--- src/rtl/core/hsv_rgb_led_channel_driver_assert.svh ---
// assertion macros for the hsv/rgb led channel driver
// no dependencies; expects clk and rst_n in the scope that uses them
`ifndef HSV_RGB_LED_CHANNEL_DRIVER_ASSERT_SVH
`define HSV_RGB_LED_CHANNEL_DRIVER_ASSERT_SVH

// checked only outside reset
`define HRLCD_ASSERT(lbl, prop, msg) \
  lbl: assert property (@(posedge clk) disable iff (!rst_n) prop) else $error(msg);

// checked on every edge, reset included
`define HRLCD_ASSERT_ALWAYS(lbl, prop, msg) \
  lbl: assert property (@(posedge clk) prop) else $error(msg);

`endif

--- src/rtl/core/hrlcd_pkg.sv ---
// shared types and constants for the hsv/rgb led channel driver
// no dependencies
package hrlcd_pkg;

  localparam int BYTE_W  = 8;
  localparam int Q_W     = 17;
  localparam int MULB_W  = 33;
  localparam int PROD_W  = Q_W + MULB_W;
  localparam int SCALE_W = PROD_W + BYTE_W;

  localparam logic [Q_W-1:0]    Q_ONE  = 17'h1_0000;
  localparam logic [MULB_W-1:0] Q2_ONE = 33'h1_0000_0000;

  // item widths
  localparam int IN_DATA_W  = 80;
  localparam int IN_USER_W  = 2;
  localparam int OUT_DATA_W = 32;

  // mode codes
  localparam logic [1:0] MODE_RGB = 2'd0;
  localparam logic [1:0] MODE_HSV = 2'd1;
  localparam logic [1:0] MODE_OFF = 2'd2;

  // channel source codes
  localparam logic [1:0] SRC_RED   = 2'd0;
  localparam logic [1:0] SRC_GREEN = 2'd1;
  localparam logic [1:0] SRC_BLUE  = 2'd2;
  localparam logic [1:0] SRC_ZERO  = 2'd3;

  // configuration register indexes
  localparam logic [1:0] REG_RED_SRC   = 2'd0;
  localparam logic [1:0] REG_GREEN_SRC = 2'd1;
  localparam logic [1:0] REG_BLUE_SRC  = 2'd2;
  localparam logic [1:0] REG_INVERT    = 2'd3;

  // multiplier operand selections
  localparam logic [1:0] MUL_SF = 2'd0;  // sat * f
  localparam logic [1:0] MUL_VD = 2'd1;  // val * (1 - sat*f)
  localparam logic [1:0] MUL_VM = 2'd2;  // val * (1 - sat)

  typedef struct packed {
    logic       load;
    logic       mul_en;
    logic [1:0] mul_op;
    logic       bn_en;
    logic       bm_en;
    logic       out_en;
  } hrlcd_cmd_t;

endpackage

--- src/rtl/core/hrlcd_ctrl.sv ---
// sequencer for the hsv/rgb led channel driver
// depends on hrlcd_pkg and the assertion macro header
`include "hsv_rgb_led_channel_driver_assert.svh"

module hrlcd_ctrl
  import hrlcd_pkg::*;
(
  input  logic       clk,
  input  logic       rst_n,
  input  logic       in_tvalid,
  output logic       in_tready,
  output logic       out_tvalid,
  input  logic       out_tready,
  output hrlcd_cmd_t cmd
);

  localparam logic [2:0] S_IDLE = 3'd0;
  localparam logic [2:0] S_SF   = 3'd1;
  localparam logic [2:0] S_VD   = 3'd2;
  localparam logic [2:0] S_VM   = 3'd3;
  localparam logic [2:0] S_BM   = 3'd4;
  localparam logic [2:0] S_OUT  = 3'd5;

  logic [2:0] state_r, state_nxt;
  logic       out_valid_r, out_valid_nxt;
  logic       slot_free;

  assign slot_free  = !out_valid_r || out_tready;
  assign in_tready  = (state_r == S_IDLE);
  assign out_tvalid = out_valid_r;

  always_comb begin
    state_nxt  = state_r;
    cmd        = '0;
    cmd.mul_op = MUL_SF;
    case (state_r)
      S_IDLE: begin
        if (in_tvalid) begin
          cmd.load  = 1'b1;
          state_nxt = S_SF;
        end
      end
      S_SF: begin
        cmd.mul_en = 1'b1;
        cmd.mul_op = MUL_SF;
        state_nxt  = S_VD;
      end
      S_VD: begin
        cmd.mul_en = 1'b1;
        cmd.mul_op = MUL_VD;
        state_nxt  = S_VM;
      end
      S_VM: begin
        // n is taken from the product before it is overwritten
        cmd.bn_en  = 1'b1;
        cmd.mul_en = 1'b1;
        cmd.mul_op = MUL_VM;
        state_nxt  = S_BM;
      end
      S_BM: begin
        cmd.bm_en = 1'b1;
        state_nxt = S_OUT;
      end
      S_OUT: begin
        if (slot_free) begin
          cmd.out_en = 1'b1;
          state_nxt  = S_IDLE;
        end
      end
      default: begin
        state_nxt = S_IDLE;
      end
    endcase
  end

  always_comb begin
    if (cmd.out_en) begin
      out_valid_nxt = 1'b1;
    end else if (out_tready) begin
      out_valid_nxt = 1'b0;
    end else begin
      out_valid_nxt = out_valid_r;
    end
  end

  always_ff @(posedge clk) begin
    if (!rst_n) begin
      state_r     <= S_IDLE;
      out_valid_r <= 1'b0;
    end else begin
      state_r     <= state_nxt;
      out_valid_r <= out_valid_nxt;
    end
  end

  `HRLCD_ASSERT_ALWAYS(a_reset_idle, !rst_n |=> (state_r == S_IDLE) && !out_valid_r, "not idle after reset")
  `HRLCD_ASSERT(a_accept_starts, in_tvalid && in_tready |=> state_r == S_SF, "accepted item did not start")
  `HRLCD_ASSERT(a_no_overwrite, cmd.out_en |-> !out_valid_r || out_tready, "pending result overwritten")
  `HRLCD_ASSERT(a_result_shown, cmd.out_en |=> out_valid_r && (state_r == S_IDLE), "result not presented")

endmodule

--- src/rtl/core/hrlcd_dp.sv ---
// datapath for the hsv/rgb led channel driver: operands, shared multiplier,
// colour selection, remap, inversion and change cache; depends on hrlcd_pkg
module hrlcd_dp
  import hrlcd_pkg::*;
(
  input  logic                  clk,
  input  logic                  rst_n,
  input  hrlcd_cmd_t            cmd,
  input  logic [IN_DATA_W-1:0]  in_tdata,
  input  logic [IN_USER_W-1:0]  in_tuser,
  input  logic                  cfg_we,
  input  logic [1:0]            cfg_index,
  input  logic [1:0]            cfg_data,
  output logic [OUT_DATA_W-1:0] out_tdata
);

  // operand registers
  logic [1:0]              mode_r;
  logic [2:0][BYTE_W-1:0]  rgb_r;
  logic [Q_W-1:0]          sat_r, val_r, f_r;
  logic [2:0]              sec_r;
  logic                    hue_big_r;

  logic [PROD_W-1:0]       prod_r, prod_nxt;
  logic [BYTE_W-1:0]       bn_r, bm_r;

  // configuration
  logic [1:0]              red_src_r, green_src_r, blue_src_r;
  logic                    invert_r;

  // change cache
  logic [2:0][BYTE_W-1:0]  last_r;
  logic [2:0]              written_r;
  logic [OUT_DATA_W-1:0]   out_data_r;

  // sector and fractional distance from the input hue
  logic [Q_W-1:0]          hue_in;
  logic [19:0]             h6;
  logic [Q_W-1:0]          frac_ext, f_in;

  assign hue_in   = in_tdata[40:24];
  assign h6       = {1'b0, hue_in, 2'b00} + {2'b00, hue_in, 1'b0};
  assign frac_ext = {1'b0, h6[15:0]};
  assign f_in     = h6[16] ? frac_ext : (Q_ONE - frac_ext);

  always_ff @(posedge clk) begin
    if (cmd.load) begin
      mode_r    <= in_tuser;
      rgb_r[0]  <= in_tdata[7:0];
      rgb_r[1]  <= in_tdata[15:8];
      rgb_r[2]  <= in_tdata[23:16];
      sat_r     <= in_tdata[57:41];
      val_r     <= in_tdata[74:58];
      sec_r     <= h6[18:16];
      f_r       <= f_in;
      hue_big_r <= (hue_in > Q_ONE);
    end
  end

  // shared multiplier, 17 x 33
  logic [Q_W-1:0]    mul_a;
  logic [MULB_W-1:0] mul_b;

  always_comb begin
    case (cmd.mul_op)
      MUL_SF: begin
        mul_a = sat_r;
        mul_b = {{(MULB_W-Q_W){1'b0}}, f_r};
      end
      MUL_VD: begin
        mul_a = val_r;
        mul_b = Q2_ONE - prod_r[MULB_W-1:0];
      end
      MUL_VM: begin
        mul_a = val_r;
        mul_b = {{(MULB_W-Q_W){1'b0}}, Q_ONE - sat_r};
      end
      default: begin
        mul_a = '0;
        mul_b = '0;
      end
    endcase
  end

  assign prod_nxt = PROD_W'(mul_a * mul_b);

  // x * 255 as (x << 8) - x, shared by n and m
  logic [SCALE_W-1:0] scaled;
  assign scaled = {prod_r, {BYTE_W{1'b0}}} - {{BYTE_W{1'b0}}, prod_r};

  always_ff @(posedge clk) begin
    if (cmd.mul_en) begin
      prod_r <= prod_nxt;
    end
    if (cmd.bn_en) begin
      bn_r <= scaled[55:48];
    end
    if (cmd.bm_en) begin
      bm_r <= scaled[39:32];
    end
  end

  logic [24:0]       val_scaled;
  logic [BYTE_W-1:0] bv;
  assign val_scaled = {val_r, {BYTE_W{1'b0}}} - {{BYTE_W{1'b0}}, val_r};
  assign bv         = val_scaled[23:16];

  // colour selection
  logic [2:0][BYTE_W-1:0] hsv_col, raw, duty;
  logic [2:0][1:0]        src;
  logic                   black;

  assign black = (sat_r > Q_ONE) || (val_r > Q_ONE);

  always_comb begin
    if (black) begin
      hsv_col = '0;
    end else if (hue_big_r) begin
      hsv_col = {bv, bv, bv};
    end else begin
      case (sec_r)
        3'd1:    hsv_col = {bm_r, bv, bn_r};
        3'd2:    hsv_col = {bn_r, bv, bm_r};
        3'd3:    hsv_col = {bv, bn_r, bm_r};
        3'd4:    hsv_col = {bv, bm_r, bn_r};
        3'd5:    hsv_col = {bn_r, bm_r, bv};
        default: hsv_col = {bm_r, bn_r, bv};  // sectors zero and six
      endcase
    end
  end

  assign raw    = (mode_r == MODE_RGB) ? rgb_r : hsv_col;
  assign src[0] = red_src_r;
  assign src[1] = green_src_r;
  assign src[2] = blue_src_r;

  always_comb begin
    for (int c = 0; c < 3; c++) begin
      logic [BYTE_W-1:0] pick;
      case (src[c])
        SRC_RED:   pick = raw[0];
        SRC_GREEN: pick = raw[1];
        SRC_BLUE:  pick = raw[2];
        default:   pick = '0;
      endcase
      if (mode_r != MODE_RGB && mode_r != MODE_HSV) begin
        duty[c] = '0;  // off and the unused mode bypass remap and inversion
      end else if (invert_r) begin
        duty[c] = ~pick;
      end else begin
        duty[c] = pick;
      end
    end
  end

  logic [2:0] strobe;
  always_comb begin
    for (int c = 0; c < 3; c++) begin
      strobe[c] = !written_r[c] || (last_r[c] != duty[c]);
    end
  end

  always_ff @(posedge clk) begin
    if (cmd.out_en) begin
      out_data_r <= {5'b0, strobe, duty[2], duty[1], duty[0]};
      last_r     <= duty;
    end
  end

  always_ff @(posedge clk) begin
    if (!rst_n) begin
      written_r <= '0;
    end else if (cmd.out_en) begin
      written_r <= '1;
    end
  end

  always_ff @(posedge clk) begin
    if (!rst_n) begin
      red_src_r   <= SRC_RED;
      green_src_r <= SRC_GREEN;
      blue_src_r  <= SRC_BLUE;
      invert_r    <= 1'b0;
    end else if (cfg_we) begin
      case (cfg_index)
        REG_RED_SRC:   red_src_r   <= cfg_data;
        REG_GREEN_SRC: green_src_r <= cfg_data;
        REG_BLUE_SRC:  blue_src_r  <= cfg_data;
        REG_INVERT:    invert_r    <= cfg_data[0];
        default:       ;
      endcase
    end
  end

  assign out_tdata = out_data_r;

endmodule

--- src/rtl/core/hsv_rgb_led_channel_driver.sv ---
// top level of the hsv/rgb led channel driver
// depends on hrlcd_pkg, hrlcd_ctrl and hrlcd_dp

// Drives three LED PWM duty bytes from one item at a time. An item carries a
// mode in tuser (direct RGB, HSV through the six-sector hexcone rule, or off)
// and both colour forms in tdata; HSV fields are unsigned Q1.16. Each item
// gives exactly one result: three duty bytes after the per-channel source
// remap and optional inversion (off gives zeros untouched), plus a change
// strobe per channel that is high when the duty differs from the last one
// output, or when that channel has not been written since reset. An item is
// accepted only while the sequencer is idle: it is taken, then makes three
// passes through a single shared 17 x 33 multiplier, then steps of scaling
// and selection; the result register frees the input side, so the next
// item is taken while a result still waits, and only a result that is not
// taken by the time the next one is ready holds the sequencer. Register
// writes must be made while no item is in flight.
module hsv_rgb_led_channel_driver
  import hrlcd_pkg::*;
(
  input  logic                  clk,
  input  logic                  rst_n,
  // input items
  input  logic                  in_tvalid,
  output logic                  in_tready,
  // red_in, green_in, blue_in, hue, saturation, brightness, zero fill
  input  logic [IN_DATA_W-1:0]  in_tdata,
  // mode
  input  logic [IN_USER_W-1:0]  in_tuser,
  // result items
  output logic                  out_tvalid,
  input  logic                  out_tready,
  // red_out, green_out, blue_out, red_write, green_write, blue_write, zero fill
  output logic [OUT_DATA_W-1:0] out_tdata,
  // register writes
  input  logic                  cfg_we,
  input  logic [1:0]            cfg_index,
  input  logic [1:0]            cfg_data
);

  hrlcd_cmd_t cmd;

  // sequencer: handshakes and step commands
  hrlcd_ctrl u_ctrl (
    .clk        (clk),
    .rst_n      (rst_n),
    .in_tvalid  (in_tvalid),
    .in_tready  (in_tready),
    .out_tvalid (out_tvalid),
    .out_tready (out_tready),
    .cmd        (cmd)
  );

  // arithmetic, colour path, change cache and registers
  hrlcd_dp u_dp (
    .clk       (clk),
    .rst_n     (rst_n),
    .cmd       (cmd),
    .in_tdata  (in_tdata),
    .in_tuser  (in_tuser),
    .cfg_we    (cfg_we),
    .cfg_index (cfg_index),
    .cfg_data  (cfg_data),
    .out_tdata (out_tdata)
  );

endmodule

--- config.mk ---
export PLATFORM = sky130hd
export DESIGN_NAME = hsv_rgb_led_channel_driver
export DESIGN_NICKNAME = d
export VERILOG_FILES = /design/src/rtl/core/hrlcd_pkg.sv /design/src/rtl/core/hrlcd_ctrl.sv /design/src/rtl/core/hrlcd_dp.sv /design/src/rtl/core/hsv_rgb_led_channel_driver.sv
export VERILOG_INCLUDE_DIRS = /design/src /design/src/rtl/core
export SDC_FILE = /design/constraint.sdc
export NUM_CORES = 2
export LEC_CHECK = 0
export ABC_AREA = 1
export ABC_CLOCK_PERIOD_IN_PS = 7400
export BUFFER_PORTS_ARGS = -buffer_cell sky130_fd_sc_hd__clkbuf_2
export CORE_MARGIN = 5
export CORE_UTILIZATION = 50
export CTS_CLUSTER_SIZE = 25
export DETAILED_ROUTE_END_ITERATION = 10
export PLACE_DENSITY = 0.8
export SYNTH_ARGS = -nofsm -noshare
export SYNTH_HDL_FRONTEND = slang
export SYNTH_SLANG_ARGS = --single-unit
--- constraint.sdc ---
create_clock -name clk -period 7.4 [get_ports clk]
set_input_delay 0 -clock clk [delete_from_list [all_inputs] [get_ports clk]]
set_output_delay 0 -clock clk [all_outputs]
set_load 0.01 [all_outputs]
==> summary.txt <==
Cells and area
  • Final nets: 5,488
  • Most frequent cells in the layout: 979 x nand2_1, 920 x inv_1, 454 x fa_1, 437 x buf_4, 259 x nor2_1
  • Syn-to-layout area delta: 26.0%
  • Fraction of layout cells with a size suffix above 1: 21.1%
  • Most common cell after layout, fill and taps aside: nand2_1
  • Number of fill cells: 5,067
  • Final Util: 63.5%

Drt
  • Final wirelength: 106 mm
  • First-pass DRT Iterations: 8
  • First-iteration detailed-routing DRC count: 3,377
  • Vias: 30,900
  • Vias per Instance: 5.52
  • Antenna-violating nets left: 0
  • Routed len/inst: 19.0 um
  • Drt drc: 0

Synth
  • Synth Area in Adders: 37.5%
  • Sequential fraction of the synthesis area: 17.2%
  • Combinational family with the most area after synthesis: adder cells
  • Ys flop type: edfxtp_1
  • Number of synthesis warnings: 0
  • Unique masters post-synth: 66
  • Synth Area in Compound Gates: 6.49%
  • Syn Area/Cell: 7.67 um^2
  • Multiplexer area fraction after synthesis: 0%
  • Synthesized cell area: 0.0317 mm^2
  • Post-synth EDFFs: 173
  • Post-synthesis async set-or-reset flop share: 0%
  • Cell count after synthesis: 4,129
  • Post-Synth XOR/XNOR Area: 2.63%
  • Number of register bits inferred by synthesis: 185
  • Post-synthesis simple-gate area fraction: 22.7%

Die
  • Initial core utilization: 50.4%
  • Die Span Y: 262 um
  • Die area: 0.0685 mm^2
  • DIE WIDTH: 262 um
  • Core area: 0.0629 mm^2
  • # rows: 92
  • I/O pin cnt: 125

Critical path
  • Worst Path Arrival: 8020 ps
  • Critical path buffers and inverters: 10
  • Worst EP required: 7590 ps
  • WP depth: 40
  • Reg2reg path depth: 40
  • WS Path Type: reg -> reg
  • Slowest cell on crit path: fa_1
  • CP endpoint kind: flip-flop
  • CP Launch Type: flip-flop
  • Delay-heaviest family, CP: adder cells
  • CP Max Fanout: 4
  • Most used cell, CP: fa_1
  • Delay of the slowest cell on the worst path: 530 ps

Global routing
  • Largest net degree at the start of global routing: 81
  • Tot GR Track Use: 29.7%
  • Vias in the first global route: 31,000
  • Initial antenna violation count: 4
  • Global route overflow: 0
  • First-pass GRT wire length: 161 mm

Outcome
  • Failing checks: setup timing
  • Run status: complete, but fails checks

STA
  • Setup-failing EPs final: 21
  • Final worst path period need: 7830 ps
  • Unrepaired setup endpoints after global routing: true
  • Max Clock Freq: 128 MHz
  • Relative slew slack: 27.0%
  • Worst Skew: 20.0 ps
  • Worst hold slack: 62.1 ps
  • Final WS setup: -433 ps
  • Final slew viol count: 0
  • Least-Margin Pin Slew: 1090 ps
  • Hold Vio Cnt, Final: 0
  • Tcrit/Tclk final: 106%

Clocking
  • CTS tree: done
  • Clk_lat worst skew: 460 ps
  • CTS Buf Count: 17
  • Worst-path clk slew: 90 ps
  • CTS H-Tree Depth: 4
  • Clk sinks: 185
  • Longest Clk Path Bufs: 2
  • CTS Root Cell: clkbuf_16

Place
  • RD Place Congestion: 1.02
  • HPWL Detailed: 82.2 mm
  • Port Buffers: 114

Worst hold path
  • Hold depth: 3
  • Worst Hold Class: in -> reg

Flow run
  • Max-cap violations: 0
==> cell usage after synthesis (12+ instances only) <==
master | instances | area [um^2]
dfxtp_1 | 12 | 240
fa_1 | 465 | 9310
a21o_1 | 14 | 105
nand4_1 | 109 | 682
xnor2_1 | 33 | 289
o21ai_0 | 85 | 425
a31oi_1 | 24 | 150
nand3_1 | 182 | 911
ha_1 | 205 | 2560
nand2_1 | 1031 | 3870
nor2_1 | 297 | 1110
xor2_1 | 62 | 543
a21oi_1 | 144 | 721
edfxtp_1 | 173 | 5190
clkbuf_1 | 90 | 338
inv_1 | 989 | 3710
nor3_1 | 34 | 170
==> sequential cells by signal, indices dropped and copies added (netlist names), 6 cells and up <==
| register | count |
|---|---|
| u_dp.bn_r | 8 |
| u_dp.prod_r | 50 |
| u_dp.last_r | 21 |
| u_dp.rgb_r | 24 |
| u_dp.out_tdata | 6 |
| u_dp.sat_r | 17 |
| u_dp.bm_r | 8 |
| u_dp.f_r | 16 |
| u_dp.val_r | 17 |
==> worst min-delay path, stage by stage <==
cell,delay [ps]
clkbuf_2,110
ha_1,170
xor2_1,70
==> path summary, 6_finish.rpt <==
check	start	endpoint	slack, ps
setup / recovery	u_dp.prod_r[5]	u_dp.prod_r[49]	-430
hold / removal	in_tdata[39]	u_dp.sec_r[1]	60
setup reg to reg	u_dp.prod_r[5]	u_dp.prod_r[49]	-430
hold reg to reg	u_dp.written_r[0]	u_dp.written_r[0]	560
==> per-stage QoR <==
stage,std cells,TNS (ps),worst slack [ps],area [um^2]
after floorplan,4133,0,2.63,31800
after global routing,5586,-11280,-675,39900
after CTS,5538,-1760,-244,38700
final,5591,-6500,-433,39900
after detailed placement,5398,-7480,-619,36400
after global placement,5398,-4890,-459,36400
==> per-layer routing <==
| layer | vias to the layer above | global-route usage [%] | share of wire, % |
|---|---|---|---|
| li1 | 13900 | - | - |
| met1 | 14800 | 38.3 | 38 |
| met2 | 1753 | 50.4 | 48 |
| met3 | 422 | 5.54 | 9.5 |
| met4 | 2 | 10.7 | 5.0 |
| met5 | - | 0 | 0.012 |
==> kinds of logic (layout without fill, tap and decap cells) <==
group,count (synthesis),in the layout
simple gates,1708,1708
flops,185,185
xor+xnor,95,95
buf+inv,1121,1728
compound gates,349,349
fa+ha+maj,670,670
other cells,1,10
==> cell type report <==
cell class                      instances  area [um^2]  share of cell area [%]
Antenna cell                            5         12.5                  0.0314
Tap cell                              846         1060                    2.65
Clock buffer                           17          425                    1.07
Clock inverter                         15          178                   0.445
Inverter                             1003         3780                    9.49
Multi-Input combinational cell       2827        23400                    58.6
Timing Repair Buffer                  693         5610                    14.1
Sequential cell                       185         5440                    13.6
==> what timing repair did <==
| item | in CTS | in global routing |
|---|---|---|
| buffers inserted | 32 | 47 |
| endpoints found under the setup margin | 25 | 30 |
| hold buffers | 78 | 0 |
| pin swaps | 66 | 136 |
| cloned | 0 | 2 |
| hold endpoints to repair | 75 | 0 |
| gates resized for setup | 172 | 234 |
Power is not shown: default switching activity piles up to over one toggle a cycle in this logic, so the estimate is an artifact.
